**config.mk**
```make
export PLATFORM = sky130hd
export DESIGN_NAME = sps_outq
export DESIGN_NICKNAME = d
export VERILOG_FILES = /design/src/sv/sps_pkg.sv /design/src/sv/sps_outq.sv
export SDC_FILE = /design/constraint.sdc
export NUM_CORES = 1
export LEC_CHECK = 0
export BUFFER_PORTS_ARGS = -buffer_cell sky130_fd_sc_hd__buf_2
export CAP_MARGIN = 0
export CORE_MARGIN = 10
export CORE_UTILIZATION = 35
export CTS_BUF_LIST = sky130_fd_sc_hd__clkbuf_2
export CTS_CLUSTER_SIZE = 12
export DETAILED_ROUTE_END_ITERATION = 6
export GPL_ROUTABILITY_DRIVEN = 0
export PLACE_DENSITY = 0.65
export SYNTH_ARGS = -nofsm -noshare
export SYNTH_HDL_FRONTEND = slang
export SYNTH_SLANG_ARGS = --single-unit
```
**constraint.sdc**
```tcl
create_clock -name clk -period 3.15 [get_ports clk]
set_clock_uncertainty 0.1 [all_clocks]
set_input_delay 0.63 -clock clk [delete_from_list [all_inputs] [get_ports clk]]
set_output_delay 0.63 -clock clk [all_outputs]
set_load 0.1 [all_outputs]
```
**src/sv/sps_pkg.sv**
```systemverilog
// Shared types and constants of the slotted page store.
package sps_pkg;

	// Fixed field widths of the channels
	localparam int OP_W      = 2;
	localparam int SLOT_W    = 10;
	localparam int LEN_W     = 12;
	localparam int DATA_W    = 8;
	localparam int STATUS_W  = 3;
	localparam int PAGE_NO_W = 32;

	// Slot directory geometry
	localparam int SLOT_BYTES = 4;
	localparam int MAX_SLOTS  = 1024;
	localparam int TT_W       = 11;

	typedef enum logic [OP_W-1:0] {
		OP_INSERT = 2'd0,
		OP_READ   = 2'd1,
		OP_DELETE = 2'd2,
		OP_CLEAR  = 2'd3
	} op_t;

	typedef enum logic [STATUS_W-1:0] {
		ST_OK       = 3'd0,
		ST_NO_SPACE = 3'd1,
		ST_BAD_SLOT = 3'd2,
		ST_EMPTY    = 3'd3,
		ST_BEYOND   = 3'd4
	} status_t;

	typedef enum logic [1:0] {
		MODE_IDLE  = 2'd0,
		MODE_STORE = 2'd1,
		MODE_DROP  = 2'd2
	} ins_mode_t;

	typedef enum logic [1:0] {
		S_IDLE = 2'd0,
		S_SLOT = 2'd1,
		S_BYTE = 2'd2
	} state_t;

	// One result transaction, without the page number
	typedef struct packed {
		status_t             status;
		logic [SLOT_W-1:0]   slot;
		logic [DATA_W-1:0]   data_byte;
		logic [LEN_W-1:0]    size;
	} res_t;

	// Controller to datapath
	typedef struct packed {
		logic take;
		logic slot_done;
		logic byte_done;
	} ctrl_cmd_t;

	// Datapath to controller
	typedef struct packed {
		logic lookup;
		logic slot_final;
	} dp_stat_t;

endpackage

```
**src/sv/sps_outq.sv**
```systemverilog
// Two-entry result queue between the datapath and the result channel.
module sps_outq (
	input  logic           clk,
	input  logic           arst_n,
	input  logic           push,
	input  sps_pkg::res_t  din,
	input  logic           ready,
	output logic           valid,
	output sps_pkg::res_t  dout,
	output logic           space
);

	sps_pkg::res_t ent_q [2];
	logic          wr_ptr_q, rd_ptr_q;
	logic [1:0]    cnt_q;
	logic          pop;

	assign valid = cnt_q != 2'd0;
	assign space = cnt_q != 2'd2;
	assign pop   = valid && ready;
	assign dout  = ent_q[rd_ptr_q];

	// Advance pointers and count
	always_ff @(posedge clk or negedge arst_n) begin
		if (!arst_n) begin
			wr_ptr_q <= 1'b0;
			rd_ptr_q <= 1'b0;
			cnt_q    <= 2'd0;
		end else begin
			if (push) begin
				wr_ptr_q <= ~wr_ptr_q;
			end
			if (pop) begin
				rd_ptr_q <= ~rd_ptr_q;
			end
			cnt_q <= cnt_q + {1'b0, push} - {1'b0, pop};
		end
	end

	// Store entries
	always_ff @(posedge clk) begin
		if (push) begin
			ent_q[wr_ptr_q] <= din;
		end
	end

endmodule
```
==> impl_metrics.yaml <==
detailed_routing:
  viasPerCell: 4.31
  drcViolationCount: 0
  wl_per_cell_um: 15.7
  drtPass1Iterations: 4
  drt_wl_total_mm: 4.84
  drtAntennaViolNets: 0
  drtIter0Drc: 41
  vias: 1326
floorplan:
  die_w_um: 108
  ios: 72
  core_um2: 7650
  die_y_um: 108
  die-area_um2: 11700
  start_util: 0.357
  rows: 32
logic_synthesis:
  synth-seq-cells: 70
  yosysTopAreaCell: "edfxtp_1"
  synth_edf_count: 66
  syn_area_per_cell_um2: 22.8
  syn_area_um2: 2730
  synth_top_area_share: 0.726
  yosysSeqAreaShare: 0.762
  synthDistinctLibCells: 15
  syn_inst: 120
  synth_most_common_cell: "edfxtp_1"
  syn_nets: 159
  synth_area_leaders: "edfxtp_1, mux2_4, dfrtp_1, buf_12, mux2_2"
  synth_ff_type: "edfxtp_1"
  synth_common_cells: "edfxtp_1, mux2_4, dfrtp_1, mux2_2, buf_12"
  ys_warn_count: 0
  synthArstFlopShare: 0.0571
clock_tree:
  cts_max_level: 3
  cts_tree: "done"
  cts_buffers: 9
  root_buffer: "clkbuf_2"
  cts.reportedPaths.clkPinSlew_ps: 190
  cts.sinks: 70
  post_cts_buffers: 0
  cts_resized: 0
  clk_latency_ps: 490
  ctsHoldBuffers: 1
  clockBufferDepth: 2
setup_path:
  crit_path_end_kind: "output pin"
  r2r_cells: 1
  r2r-start: "wr_ptr_q"
  cp-endpoint: "dout[0]"
  critical_path_required_ps: 2420
  critPathLaunch: "rd_ptr_q"
  rr_endpoint: "ent_q[1][21]"
  crit_type: "flip-flop to output pin"
  crit_fanout: 24
  crit_arrival_ps: 2050
  rrSetupSlack_ps: 1520
  critPathLaunchType: "flip-flop"
global_route:
  grt_max_degree: 34
  track_usage: 0.0847
  grt_pass1_wl_mm: 7.45
  antenna_found_initial: 0
  grt_overflow: 0
  grt_pass1_vias: 1520
place:
  dp_hpwl_mm: 3.31
  post-place-ws_ps: 896
  port_buffers: 71
  placed_area_um2: 3180
layout:
  fill_cells: 688
  final_area_um2: 3300
  syn2layout_area_growth_pct: 20.8
  final_layout_size_suffix_gt1_frac: 0.597
  fin_nets: 240
  diodes: 0
timing:
  hold_viol_final: 0
  finalCritPeriodShare: 0.882
  fin_crit_ps: 2780
  rsz0062_at_grt: "no"
  worst_pin_slew_ps: 822
  tns_ps: 0
  setup_ws_ps: 371
  timing.fmax_ghz: 0.360
  setup_violations: 0
  maxSlewViolCount: 0
  max_slew_margin: 0.452
worst_hold_path:
  hp-class: "input port to flip-flop"
run:
  cap_violations: 0
outcome:
  status: "completed"
## sequential cells by signal, indices dropped and copies added (netlist names)
name / count
rd_ptr_q: 1
ent_q: 66
cnt_q: 2
wr_ptr_q: 1
## final cells by class
type	count	area, um2	share of cell area
Tap cell	102	128	0.0387
Multi-Input combinational cell	44	579	0.176
Inverter	2	7.51	0.00227
Timing Repair Buffer	74	393	0.119
Sequential cell	70	2080	0.631
Clock buffer	9	45.0	0.0136
Clock inverter	7	65.1	0.0197
## worst min path at each step
stage          startpoint  cells past startpoint  slack, ps      endpoint
2_1_floorplan      arst_n                      0        230      cnt_q[0]
6_report          din[29]                      1        200  ent_q[1][29]
5_1_grt           din[15]                      1        130  ent_q[1][15]
4_1_cts           din[29]                      1        150  ent_q[0][29]
3_5_place_dp       arst_n                      1        350      cnt_q[0]
3_3_place_gp       arst_n                      1        340      cnt_q[0]
## stage by stage
| stage | std cells | hold WS (ps) | util |
|---|---|---|---|
| after global routing | 308 | 134 | 0.432 |
| after detailed placement | 291 | 345 | 0.416 |
| final | 308 | 202 | 0.432 |
| after floorplan | 120 | 234 | - |
| after global placement | 291 | 343 | 0.416 |
| after CTS | 308 | 151 | 0.432 |
## placed cells by master, fill, tap and decap left out, types with 2 or more instances in the layout
| master | instances |
|---|---|
| clkinvlp_4 | 2 |
| clkbuf_2 | 9 |
| mux2_2 | 4 |
| buf_2 | 71 |
| ha_1 | 2 |
| mux2_4 | 29 |
| xor2_1 | 2 |
| dfrtp_1 | 3 |
| xnor2_1 | 2 |
| edfxtp_1 | 66 |
| inv_1 | 2 |
| clkinv_1 | 3 |
## layer usage
| layer | vias to the layer above | GRT usage | part of all wire |
|---|---|---|---|
| li1 | 624 | - | - |
| met1 | 644 | 0.0902 | 0.39 |
| met2 | 50 | 0.136 | 0.50 |
| met3 | 8 | 0.0422 | 0.089 |
| met4 | 0 | 0.0452 | 0.015 |
| met5 | - | 0 | 0 |
## critical path, stage by stage (launching register included)
cell,delay (ps)
dfrtp_2,630
buf_12,270
mux2_2,360
buf_2,290
## kinds of logic after synthesis
group	share of synthesized area
buffers and inverters	0.0289
xor gates and xnor gates	0.0128
DFF	0.762
and+or+nand+nor	0.00825
adders and majority gates	0.00916
AOI/OAI and AO/OA	0.00275
muxes	0.176
Power is left out: the tool's default activity adds up to more than one toggle a clock period on the data nets, which glitch-free logic cannot reach.
